==> src/ced_pkg.sv <==
package ced_pkg;

	localparam logic [7:0] CHAR_CARET = 8'h5E;
	localparam logic [7:0] CHAR_X_LO  = 8'h78;
	localparam logic [7:0] CHAR_X_UP  = 8'h58;
	localparam logic [7:0] CHAR_D0    = 8'h30;
	localparam logic [7:0] CHAR_D9    = 8'h39;
	localparam logic [7:0] CHAR_A_LO  = 8'h61;
	localparam logic [7:0] CHAR_F_LO  = 8'h66;
	localparam logic [7:0] CHAR_A_UP  = 8'h41;
	localparam logic [7:0] CHAR_F_UP  = 8'h46;

	// Palette levels as 16-bit fixed point, 65535 being full scale.
	localparam logic [15:0] Q_ONE = 16'd65535;
	localparam logic [15:0] Q_0P6 = 16'd39321;
	localparam logic [15:0] Q_0P5 = 16'd32768;
	localparam logic [15:0] Q_0P4 = 16'd26214;
	localparam logic [15:0] Q_0P3 = 16'd19661;
	localparam logic [15:0] Q_ZERO = 16'd0;

	typedef enum logic [1:0] {
		KIND_NONE    = 2'd0,
		KIND_PALETTE = 2'd1,
		KIND_HEX     = 2'd2
	} kind_t;

	typedef struct packed {
		logic [15:0] blue;
		logic [15:0] green;
		logic [15:0] red;
	} rgb_t;

	typedef struct packed {
		rgb_t  rgb;
		kind_t kind;
	} color_t;

	typedef struct packed {
		logic       ok;
		logic [3:0] value;
	} nibble_t;

	function automatic rgb_t palette_lookup(input logic [3:0] idx);
		rgb_t c;
		unique case (idx)
			4'd0: c = '{red: Q_ZERO, green: Q_ZERO, blue: Q_ZERO};
			4'd1: c = '{red: Q_ONE,  green: Q_0P3,  blue: Q_0P3};
			4'd2: c = '{red: Q_0P3,  green: Q_ONE,  blue: Q_0P3};
			4'd3: c = '{red: Q_0P5,  green: Q_0P5,  blue: Q_ONE};
			4'd4: c = '{red: Q_ONE,  green: Q_ONE,  blue: Q_0P3};
			4'd5: c = '{red: Q_ONE,  green: Q_0P3,  blue: Q_ONE};
			4'd6: c = '{red: Q_0P3,  green: Q_ONE,  blue: Q_ONE};
			4'd7: c = '{red: Q_ONE,  green: Q_ONE,  blue: Q_ONE};
			4'd8: c = '{red: Q_0P6,  green: Q_0P6,  blue: Q_0P6};
			4'd9: c = '{red: Q_0P4,  green: Q_0P4,  blue: Q_0P4};
			default: c = '{red: Q_ZERO, green: Q_ZERO, blue: Q_ZERO};
		endcase
		return c;
	endfunction

endpackage

==> src/ced_hex_nibble.sv <==
module ced_hex_nibble (
	input  logic [7:0]       char_in,
	output ced_pkg::nibble_t nibble
);

	logic is_digit;
	logic is_lower;
	logic is_upper;

	assign is_digit = (char_in >= ced_pkg::CHAR_D0)   && (char_in <= ced_pkg::CHAR_D9);
	assign is_lower = (char_in >= ced_pkg::CHAR_A_LO) && (char_in <= ced_pkg::CHAR_F_LO);
	assign is_upper = (char_in >= ced_pkg::CHAR_A_UP) && (char_in <= ced_pkg::CHAR_F_UP);

	// Both letter ranges start at a low nibble of 1, so adding nine gives ten.
	always_comb begin
		nibble.ok = is_digit || is_lower || is_upper;
		if (is_digit) begin
			nibble.value = char_in[3:0];
		end else begin
			nibble.value = char_in[3:0] + 4'd9;
		end
	end

endmodule

==> src/ced_decode.sv <==
module ced_decode (
	input  logic [7:0]      chars [8],
	output ced_pkg::color_t color
);

	ced_pkg::nibble_t nib [6];
	logic             hex_ok;
	logic [7:0]       byte_r;
	logic [7:0]       byte_g;
	logic [7:0]       byte_b;

	for (genvar i = 0; i < 6; i++) begin : g_nib
		ced_hex_nibble u_nib (
			.char_in (chars[i + 2]),
			.nibble  (nib[i])
		);
	end

	assign hex_ok = nib[0].ok && nib[1].ok && nib[2].ok && nib[3].ok && nib[4].ok && nib[5].ok;
	assign byte_r = {nib[0].value, nib[1].value};
	assign byte_g = {nib[2].value, nib[3].value};
	assign byte_b = {nib[4].value, nib[5].value};

	// Scaling a byte by 257 is the same as repeating it in both halves.
	always_comb begin
		color.kind = ced_pkg::KIND_NONE;
		color.rgb  = '0;
		if (chars[0] == ced_pkg::CHAR_CARET) begin
			if ((chars[1] >= ced_pkg::CHAR_D0) && (chars[1] <= ced_pkg::CHAR_D9)) begin
				color.kind = ced_pkg::KIND_PALETTE;
				color.rgb  = ced_pkg::palette_lookup(chars[1][3:0]);
			end else if (((chars[1] == ced_pkg::CHAR_X_LO) || (chars[1] == ced_pkg::CHAR_X_UP))
					&& hex_ok) begin
				color.kind      = ced_pkg::KIND_HEX;
				color.rgb.red   = {byte_r, byte_r};
				color.rgb.green = {byte_g, byte_g};
				color.rgb.blue  = {byte_b, byte_b};
			end
		end
	end

endmodule

==> src/color_escape_decoder.sv <==
// Color escape decoder. Each request on the input stream is an eight-byte text
// window (char0 in the lowest byte). The block answers with one result per
// request. The result's tuser carries escape_kind: 0 for no escape, 1 for a
// caret-digit palette escape, 2 for a caret-x six-digit hex escape. Its tdata
// carries red, green and blue as 16-bit fixed point where 65535 is full
// intensity, all zero when there is no escape. One request can be taken every
// clock cycle while the output accepts results. An accepted request is
// captured in the input register, and its combinational decode is captured
// in the result register when that register can advance. Backpressure on
// the output holds the result register. While a finished result waits, one
// more request is taken only if the input register is empty.
module color_escape_decoder (
	input  logic        clk,
	input  logic        arst_n,
	input  logic        s_axis_tvalid,
	output logic        s_axis_tready,
	input  logic [63:0] s_axis_tdata,  // char0, char1, ..., char7 (8 bits each)
	output logic        m_axis_tvalid,
	input  logic        m_axis_tready,
	output logic [47:0] m_axis_tdata,  // red(16), green(16), blue(16)
	output logic [1:0]  m_axis_tuser   // escape_kind(2)
);

	logic            valid_s1;
	logic [63:0]     data_s1;
	logic            valid_s2;
	ced_pkg::color_t color_s2;
	ced_pkg::color_t color_d;
	logic [7:0]      chars [8];
	logic            adv_s2;
	logic            adv_s1;

	assign adv_s2        = !valid_s2 || m_axis_tready;
	assign adv_s1        = !valid_s1 || adv_s2;
	assign s_axis_tready = adv_s1;

	always_ff @(posedge clk or negedge arst_n) begin
		if (!arst_n) begin
			valid_s1 <= 1'b0;
			valid_s2 <= 1'b0;
		end else begin
			if (adv_s1) begin
				valid_s1 <= s_axis_tvalid;
			end
			if (adv_s2) begin
				valid_s2 <= valid_s1;
			end
		end
	end

	always_ff @(posedge clk) begin
		if (adv_s1 && s_axis_tvalid) begin
			data_s1 <= s_axis_tdata;
		end
		if (adv_s2 && valid_s1) begin
			color_s2 <= color_d;
		end
	end

	for (genvar i = 0; i < 8; i++) begin : g_chars
		assign chars[i] = data_s1[8*i +: 8];
	end

	ced_decode u_decode (
		.chars (chars),
		.color (color_d)
	);

	assign m_axis_tvalid = valid_s2;
	assign m_axis_tdata  = {color_s2.rgb.blue, color_s2.rgb.green, color_s2.rgb.red};
	assign m_axis_tuser  = color_s2.kind;

	a_none_is_black: assert property (@(posedge clk) disable iff (!arst_n)
		(valid_s2 && (color_s2.kind == ced_pkg::KIND_NONE)) |-> (color_s2.rgb == '0))
		else $error("no-escape result carries a nonzero color");

	a_hex_replicated: assert property (@(posedge clk) disable iff (!arst_n)
		(valid_s2 && (color_s2.kind == ced_pkg::KIND_HEX)) |->
		((color_s2.rgb.red[15:8] == color_s2.rgb.red[7:0])
		&& (color_s2.rgb.green[15:8] == color_s2.rgb.green[7:0])
		&& (color_s2.rgb.blue[15:8] == color_s2.rgb.blue[7:0])))
		else $error("hex channel is not a byte scaled by 257");

	a_accept_fills_s1: assert property (@(posedge clk) disable iff (!arst_n)
		(s_axis_tvalid && s_axis_tready) |=> valid_s1)
		else $error("accepted request did not reach the input register");

	a_s1_holds: assert property (@(posedge clk) disable iff (!arst_n)
		(valid_s1 && !adv_s2) |=> (valid_s1 && $stable(data_s1)))
		else $error("input register changed while the result register stalled");

	a_s1_moves: assert property (@(posedge clk) disable iff (!arst_n)
		(valid_s1 && adv_s2) |=> valid_s2)
		else $error("decoded item was dropped between stages");

endmodule
==> config.mk <==
export PLATFORM = sky130hd
export DESIGN_NAME = color_escape_decoder
export DESIGN_NICKNAME = d
export VERILOG_FILES = /design/src/ced_pkg.sv /design/src/ced_hex_nibble.sv /design/src/ced_decode.sv /design/src/color_escape_decoder.sv
export SDC_FILE = /design/constraint.sdc
export NUM_CORES = 1
export LEC_CHECK = 0
export BUFFER_PORTS_ARGS = -buffer_cell sky130_fd_sc_hd__buf_2
export CORE_MARGIN = 1.5
export CORE_UTILIZATION = 59
export DETAILED_ROUTE_END_ITERATION = 10
export GPL_ROUTABILITY_DRIVEN = 1
export HOLD_SLACK_MARGIN = 0.06
export PLACE_DENSITY_LB_ADDON = 0.12
export SKIP_CTS_REPAIR_TIMING = 1
export SLEW_MARGIN = 15
export SYNTH_ARGS = -nofsm -noshare
export SYNTH_HDL_FRONTEND = slang
export SYNTH_HIERARCHICAL = 1
export SYNTH_SLANG_ARGS = --single-unit
==> constraint.sdc <==
create_clock -name clk -period 3.4 [get_ports clk]
set_input_delay 0.51 -clock clk [delete_from_list [all_inputs] [get_ports clk]]
set_output_delay 0.51 -clock clk [all_outputs]
set_load 0.02 [all_outputs]
==> results of run 1 <==
-- layout by cell type (no fill, tap or decap), drive strengths merged, types with 8 or more instances in the layout --
master and count:
a31o 8, o2bb2ai 8, nand3 8, nand2 22, o21ai 14, clkbuf 18, ha 31, nand2b 14
buf 123, edfxtp 114, nor2 20, a21oi 40, inv 19
-- worst max-delay path: cells and delay by family (launching register included) --
kind / cells / cell delay (ns)
and+or+nand+nor: 3 / 0.97
AOI/OAI and AO/OA: 4 / 0.67
DFF: 1 / 0.47
adders and majority gates: 1 / 0.22
buffers and inverters: 1 / 0.12
-- power groups by stage --
stage          combinational [mW]  sequential, mW  clock [mW]
2_1_floorplan               0.170            1.80           0
3_3_place_gp                0.319            1.76           0
3_5_place_dp                0.327            1.76           0
4_1_cts                     0.331            1.73        1.77
5_1_grt                     0.360            1.75        1.82
6_report                    0.332            1.73        1.74
-- cell type report --
type,count,area (µm²)
fillers,634,2400
repair buffers,124,636
clock inverters,13,160
clock buffers,18,418
well taps,129,161
inverters,18,67.6
flip-flops and latches,116,3470
multi-input cells,235,1970
-- registers in the layout (all words and copies together), names as in the netlist --
signal	count
m_axis_tdata	48
data_s1	64
m_axis_tuser	2
m_axis_tvalid	1
valid_s1	1
-- per-layer routing --
layer  share of wire, %  GRT usage, %  up-vias
li1                   -             -     1688
met4                2.4          10.4        0
met5                  0             0        -
met1                 41          27.1     1661
met3                7.1          6.76       19
met2                 49          35.6      165
-- worst min-delay path by stage --
| stage | to | slack (ns) | depth (start not counted) |
|---|---|---|---|
| 2_1_floorplan | m_axis_tvalid$_DFFE_PN0P_ | 0.21 | 0 |
| 3_3_place_gp | valid_s1$_DFFE_PN0P_ | 0.30 | 1 |
| 3_5_place_dp | m_axis_tvalid$_DFFE_PN0P_ | 0.30 | 1 |
| 4_1_cts | m_axis_tvalid$_DFFE_PN0P_ | -0.26 | 1 |
| 5_1_grt | data_s1[31]$_DFFE_PP_ | 0.15 | 1 |
| 6_report | data_s1[29]$_DFFE_PP_ | 0.16 | 1 |
-- cell families after synthesis --
logic type,Yosys count
buffers and inverters,44
multiplexers,6
AO/OA/AOI/OAI,93
adder cells (fa/ha/maj),31
AND/OR/NAND/NOR,99
flip-flops,116
XOR/XNOR,6
-- metrics by stage --
stage	hold slack [ns]	util (%)
3_3_place_gp	0.296	67.9
5_1_grt	0.148	74.2
6_report	0.161	74.2
2_1_floorplan	0.214	-
3_5_place_dp	0.296	67.9
4_1_cts	-0.259	74.1
==> load_flow_metrics.sql, run 1 <==
INSERT INTO impl_metrics (metric_group, metric, value, unit) VALUES
('run_status', 'run_status', 'complete, no violations', ''),
('sta', 'post-route-period-util', '77.4', '%'),
('yosys', 'netlist_area_before_placement', '0.00569', 'mm²'),
('power_and_ir_drop', 'powerDensity', '553', 'mW/mm²'),
('yosys', 'synth_nets', '494', ''),
('placement', 'placedCellCount', '621', ''),
('clock_network', 'clk_path_buf_depth', '2', ''),
('power_and_ir_drop', 'p_total', '3.81', 'mW'),
('yosys', 'synth_simple_gate_area_share', '12.6', '%'),
('yosys', 'synth-edff-count', '114', ''),
('yosys', 'most_repeated_cell_in_the_gate_level_netlist_after_synthesis', 'edfxtp_1', ''),
('power_and_ir_drop', 'clock_power_share', '45.8', '%'),
('power_and_ir_drop', 'power.internal', '2.92', 'mW'),
('power_and_ir_drop', 'p_seq_share', '45.5', '%'),
('detailed_routing', 'drtPass1Iterations', '5', ''),
('grt', 'antenna_found_initial', '0', ''),
('grt', 'global_route.overflow_total', '0', ''),
('placement', 'io_buffers', '119', ''),
('floorplan', 'floorplan.rows', '35', ''),
('placement', 'gp_congestion', '0.922', ''),
('yosys', 'synth_top_area_cell', 'edfxtp_1', ''),
('grt', 'first_pass_grt_wire_length', '16500', 'µm'),
('layout', 'layout-drive-gt1-share', '35.5', '%'),
('setup_path', 'cp-startpoint', 'data_s1[56]$_DFFE_PP_', ''),
('sta', 'slew_at_the_pin_closest_to_its_max_slew_limit', '0.800', 'ns'),
('clock_network', 'root_buffer', 'clkbuf_8', ''),
('yosys', 'synth.mux.area_fraction', '1.58', '%'),
('sta', 'min_period', '2.63', 'ns'),
('flow_run', 'maxCapViolCount', '0', ''),
('setup_path', 'critical_path_class', 'flip-flop to flip-flop', ''),
('detailed_routing', 'via_per_inst', '5.41', ''),
('layout', 'final_cell_count_no_fill', '653', ''),
('yosys', 'seq_area_frac_synth', '61.0', '%'),
('placement', 'dpl_cell_area', '0.00630', 'mm²'),
('sta', 'finalSetupViolations', '0', ''),
('detailed_routing', 'detailroute.via_count', '3533', ''),
('clock_network', 'htree_levels', '4', ''),
('layout', 'num_antenna_cells', '0', ''),
('yosys', 'async_flop_share', '1.72', '%'),
('detailed_routing', 'drt.antenna.violating_nets', '0', ''),
('detailed_routing', 'detail_route.drc_violations', '0', ''),
('sta', 'grt_setup_unrepaired', 'false', ''),
('clock_network', 'clock_sinks', '116', ''),
('sta', 'fin_setup_tns', '0', 'ns'),
('floorplan', 'chipHeight', '101', 'µm'),
('setup_path', 'crit_required', '3.73', 'ns'),
('power_and_ir_drop', 'combPwrFrac', '8.7', '%'),
('floorplan', 'ioPinCount', '120', ''),
('setup_path', 'worst-r2r-cell-count', '9', ''),
('layout', 'layout.cell_area.non_filler', '0.00689', 'mm²'),
('yosys', 'synthCells', '395', ''),
('sta', 'achievable-frequency', '380', 'MHz'),
('yosys', 'synth_adder_area_share', '6.82', '%'),
('setup_path', 'cp_slowest_stage_delay', '0.50', 'ns'),
('sta', 'slew_limit_fails', '0', ''),
('grt', 'via_count_of_the_first_global_routing_pass', '3406', ''),
('setup_path', 'critical_path.endpoint', 'm_axis_tdata[12]$_DFFE_PP_', ''),
('setup_path', 'crit_path_end_kind', 'flip-flop', ''),
('layout', 'nNetsFinal', '611', ''),
('floorplan', 'dieWidth', '101', 'µm'),
('layout', 'layout-area-overhead-vs-synth', '21.0', '%'),
('sta', 'layout_setup_ws', '0.768', 'ns'),
('clock_network', 'tritoncts', 'yes', ''),
('setup_path', 'worstPathArrival', '2.97', 'ns'),
('yosys', 'synth_top_cells_by_area', 'edfxtp_1 60%, ha_1 6.8%, a21oi_1 3.0%, nand4bb_4 2.9%, buf_4 2.6%', ''),
('setup_path', 'crit_path_start_kind', 'flip-flop', ''),
('grt', 'grt_start_max_net_pins', '65', ''),
('setup_path', 'cell_chain_critical_path', 'inv_1, ha_1, o21bai_4, a21oi_4, a31o_1, nand4b_1, nor4_4, nor2b_1, o2bb2ai_1', ''),
('yosys', 'synth_flop_cell', 'edfxtp_1', ''),
('sta', 'clock-skew-final', '0.00830', 'ns'),
('sta', 'finalHoldViolations', '0', '');
Power figures use the tool's default switching activity.
==> run 2: changes to the inputs <==
--- a/config.mk
+++ b/config.mk
@@ -5,9 +5,10 @@
 export SDC_FILE = /design/constraint.sdc
 export NUM_CORES = 1
 export LEC_CHECK = 0
+export ABC_AREA = 1
 export BUFFER_PORTS_ARGS = -buffer_cell sky130_fd_sc_hd__buf_2
 export CORE_MARGIN = 1.5
-export CORE_UTILIZATION = 59
+export CORE_UTILIZATION = 50
 export DETAILED_ROUTE_END_ITERATION = 10
 export GPL_ROUTABILITY_DRIVEN = 1
 export HOLD_SLACK_MARGIN = 0.06
==> constraint.sdc (replaced) <==
create_clock -name clk -period 2.15 [get_ports clk]
set_input_delay 0.3225 -clock clk [delete_from_list [all_inputs] [get_ports clk]]
set_output_delay 0.3225 -clock clk [all_outputs]
set_load 0.02 [all_outputs]
==> load_flow_metrics.sql, run 2 <==
INSERT INTO impl_metrics (metric_group, metric, value, unit) VALUES
('run_status', 'run_status', 'complete, no violations', ''),
('layout', 'postLayoutCoreUtil', '63.5', '%'),
('worst_hold_path', 'worstHoldPathType', 'primary input to flip-flop', ''),
('yosys', 'synth.ff_latch_count', '116', ''),
('detailed_routing', 'drtPass1Iterations', '5', ''),
('placement', 'placedCellCount', '846', ''),
('detailed_routing', 'route.detailed.wl_per_inst', '13.0', 'µm'),
('layout', 'final_cell_count_no_fill', '895', ''),
('sta', 'post-route-period-util', '94.7', '%'),
('layout', 'layout-drive-gt1-share', '32.9', '%'),
('grt', 'grt.total_usage', '18.9', '%'),
('setup_path', 'worst-r2r-cell-count', '13', ''),
('setup_path', 'cp-startpoint', 'data_s1[56]$_DFFE_PP_', ''),
('setup_path', 'critical_path_class', 'flip-flop to flip-flop', ''),
('flow_run', 'maxCapViolCount', '0', ''),
('power_and_ir_drop', 'p_seq_share', '44.7', '%'),
('yosys', 'synth_top_area_cell', 'edfxtp_1', ''),
('setup_path', 'r2r_slack', '0.11', 'ns'),
('clock_network', 'htree_levels', '4', ''),
('yosys', 'synth_top_cells_by_area', 'edfxtp_1 56%, nand2_1 10%, ha_1 6.4%, nand3_1 4.2%, inv_1 3.6%', ''),
('placement', 'io_buffers', '119', ''),
('clock_network', 'worst_skew_pair.late_latency', '0.41', 'ns'),
('power_and_ir_drop', 'switching_power', '1.41', 'mW'),
('grt', 'grt_start_max_net_pins', '51', ''),
('setup_path', 'critical_path.reg2reg.endpoint', 'm_axis_tdata[17]$_DFFE_PP_', ''),
('detailed_routing', 'detail_route.iter0.violations', '250', ''),
('layout', 'final_common_cell', 'nand2_1', ''),
('setup_path', 'crit_path_end_kind', 'flip-flop', ''),
('sta', 'achievable-frequency', '491', 'MHz'),
('yosys', 'synth-edff-count', '114', ''),
('floorplan', 'floorplan.die_area', '0.0129', 'mm²'),
('floorplan', 'dieWidth', '113', 'µm'),
('floorplan', 'initial_core_utilization', '51.0', '%'),
('layout', 'num_antenna_cells', '0', ''),
('power_and_ir_drop', 'clock_power_share', '44.8', '%'),
('yosys', 'most_repeated_cell_in_the_gate_level_netlist_after_synthesis', 'nand2_1', ''),
('grt', 'antenna_found_initial', '0', ''),
('placement', 'preCtsSetupSlack', '-0.00401', 'ns'),
('power_and_ir_drop', 'leakage_power', '3.43', 'nW'),
('power_and_ir_drop', 'power.internal', '4.67', 'mW'),
('detailed_routing', 'drt.antenna.violating_nets', '0', ''),
('layout', 'top_register', 'data_s1', ''),
('setup_path', 'crit_path_start_kind', 'flip-flop', ''),
('placement', 'place.detailed.hpwl', '8790', 'µm'),
('yosys', 'synth_nets', '688', ''),
('yosys', 'yosysWarningCount', '6', ''),
('layout', 'layout.cells.most_common_list', '161 x nand2_1, 119 x buf_2, 114 x edfxtp_1', ''),
('sta', 'worst_slew_margin', '62.4', '%'),
('sta', 'clock-skew-final', '0.00636', 'ns'),
('setup_path', 'critical_path.endpoint', 'm_axis_tdata[17]$_DFFE_PP_', ''),
('yosys', 'synth_flop_cell', 'edfxtp_1', ''),
('yosys', 'synth.lib_cells_used.distinct', '26', ''),
('setup_path', 'cp_max_fo', '14', ''),
('floorplan', 'chipHeight', '113', 'µm'),
('detailed_routing', 'detail_route.drc_violations', '0', ''),
('sta', 'slew_at_the_pin_closest_to_its_max_slew_limit', '0.561', 'ns'),
('setup_path', 'crit_required', '2.32', 'ns'),
('clock_network', 'clk_path_buf_depth', '2', ''),
('layout', 'nNetsFinal', '834', ''),
('grt', 'global_route.overflow_total', '0', ''),
('power_and_ir_drop', 'powerDensity', '800', 'mW/mm²'),
('clock_network', 'tritoncts', 'yes', ''),
('layout', 'layout-area-overhead-vs-synth', '24.6', '%'),
('floorplan', 'ioPinCount', '120', ''),
('yosys', 'seq_area_frac_synth', '56.9', '%'),
('sta', 'finalHoldViolations', '0', ''),
('layout', 'number_of_inserted_filler_cells_in_the_final_layout', '945', ''),
('clock_network', 'clock_sinks', '116', ''),
('detailed_routing', 'via_per_inst', '4.81', ''),
('floorplan', 'floorplan.rows', '40', ''),
('yosys', 'syn_area_per_cell', '10.4', 'µm²'),
('worst_hold_path', 'min_delay_path_depth', '1', ''),
('clock_network', 'cts_inserted_buffers', '17', ''),
('sta', 'finalSetupViolations', '0', ''),
('power_and_ir_drop', 'p_total', '6.08', 'mW'),
('yosys', 'async_flop_share', '1.72', '%'),
('power_and_ir_drop', 'switching_share_of_power', '23.2', '%'),
('yosys', 'yosys.area.top_type_share', '56.1', '%'),
('yosys', 'synthCells', '589', ''),
('yosys', 'synth_common_cells', '162 x nand2_1, 114 x edfxtp_1, 59 x inv_1, 51 x nand3_1, 49 x nor2_1', ''),
('power_and_ir_drop', 'worst_ir_drop_vdd', '0.552', 'mV'),
('placement', 'gp_congestion', '0.895', ''),
('sta', 'slew_limit_fails', '0', ''),
('setup_path', 'worstPathArrival', '2.20', 'ns'),
('yosys', 'netlist_area_before_placement', '0.00610', 'mm²'),
('clock_network', 'clkSlewWorstSetupHoldPaths', '0.05', 'ns'),
('grt', 'first_pass_grt_wire_length', '18600', 'µm'),
('floorplan', 'core', '0.0120', 'mm²'),
('detailed_routing', 'drt_wl_total', '11700', 'µm'),
('grt', 'via_count_of_the_first_global_routing_pass', '3975', ''),
('sta', 'layout_setup_ws', '0.115', 'ns'),
('setup_path', 'worstReg2RegStart', 'data_s1[56]$_DFFE_PP_', ''),
('power_and_ir_drop', 'combPwrFrac', '10.6', '%'),
('layout', 'largest_reg_flops', '64', ''),
('sta', 'min_period', '2.04', 'ns'),
('detailed_routing', 'detailroute.via_count', '4302', ''),
('clock_network', 'root_buffer', 'clkbuf_16', '');
## run 2: cell count changes in the layout (fill, tap and decap cells not counted), sizes merged, moves of 7 or more
cell	previous run	this run
nor2	20	62
a21oi	40	10
nand3	8	59
o2bb2ai	8	0
a31o	8	0
nor4b	7	0
nand4	1	25
nand2	22	185
buf	123	147
nand2b	14	0
inv	19	67
o21ai	14	2
o21bai	7	0
nand4bb	7	0
## run 2: critical path, cell delays in order (launching register included)
cell	delay (ns)
edfxtp_1	0.44
buf_4	0.17
ha_1	0.21
nand2_2	0.09
nand3_4	0.11
nand2_4	0.09
nand2_1	0.05
nand2_1	0.12
nor2_4	0.06
buf_6	0.14
nand4_1	0.08
nand2_1	0.07
inv_1	0.10
nor2_2	0.05
## run 2: power groups by stage
| stage | Combinational (mW) | Clock, mW | Sequential, mW |
|---|---|---|---|
| floorplan | 0.316 | 0 | 2.83 |
| global placement | 0.601 | 0 | 2.76 |
| detailed placement | 0.614 | 0 | 2.77 |
| CTS | 0.616 | 2.79 | 2.72 |
| global route | 0.712 | 2.87 | 2.73 |
| finish | 0.643 | 2.72 | 2.72 |
## run 2: final cells by class
cell class | count | area (µm²) | share of cell area (%)
clock buffer | 19 | 433 | 5.70
clock inverter | 13 | 140 | 1.84
inverter | 68 | 262 | 3.44
multi-input combinational | 380 | 2210 | 29.1
sequential | 116 | 3470 | 45.7
tap | 147 | 184 | 2.42
timing repair buffer | 152 | 897 | 11.8
## run 2: through the flow
| step | area (µm²) | setup TNS (ns) | hold WS (ns) |
|---|---|---|---|
| finish | 7600 | 0 | 0.0804 |
| global placement | 6850 | 0 | 0.108 |
| global route | 7600 | -0.0658 | 0.0603 |
| floorplan | 6120 | 0 | 0.0269 |
| detailed placement | 6850 | -0.00800 | 0.112 |
| CTS | 7420 | -0.0489 | -0.338 |
## run 2: cell families (layout without fill, tap and decap cells)
group | Yosys count | in the layout | synth area share (%)
simple gates | 331 | 331 | 27.3
flops | 116 | 116 | 56.9
buf+inv | 93 | 252 | 7.59
fa+ha+maj | 31 | 31 | 6.36
compound gates | 12 | 12 | 0.984
xor+xnor | 6 | 6 | 0.861
## run 2: worst min-delay path by stage
stage | from | to | slack, ns
2_1_floorplan | arst_n | m_axis_tvalid$_DFFE_PN0P_ | 0.03
3_3_place_gp | arst_n | valid_s1$_DFFE_PN0P_ | 0.11
3_5_place_dp | arst_n | valid_s1$_DFFE_PN0P_ | 0.11
4_1_cts | arst_n | valid_s1$_DFFE_PN0P_ | -0.34
5_1_grt | s_axis_tdata[45] | data_s1[45]$_DFFE_PP_ | 0.06
6_report | s_axis_tdata[53] | data_s1[53]$_DFFE_PP_ | 0.08
## run 2: metal layers
layer,vias up,GRT usage [%],routed length (µm),part of all wire (%)
met5,-,0,0,0
li1,2228,-,-,-
met3,12,5.15,559,4.8
met4,0,9.17,129,1.1
met2,128,29.6,5590,48
met1,1934,24.4,5390,46
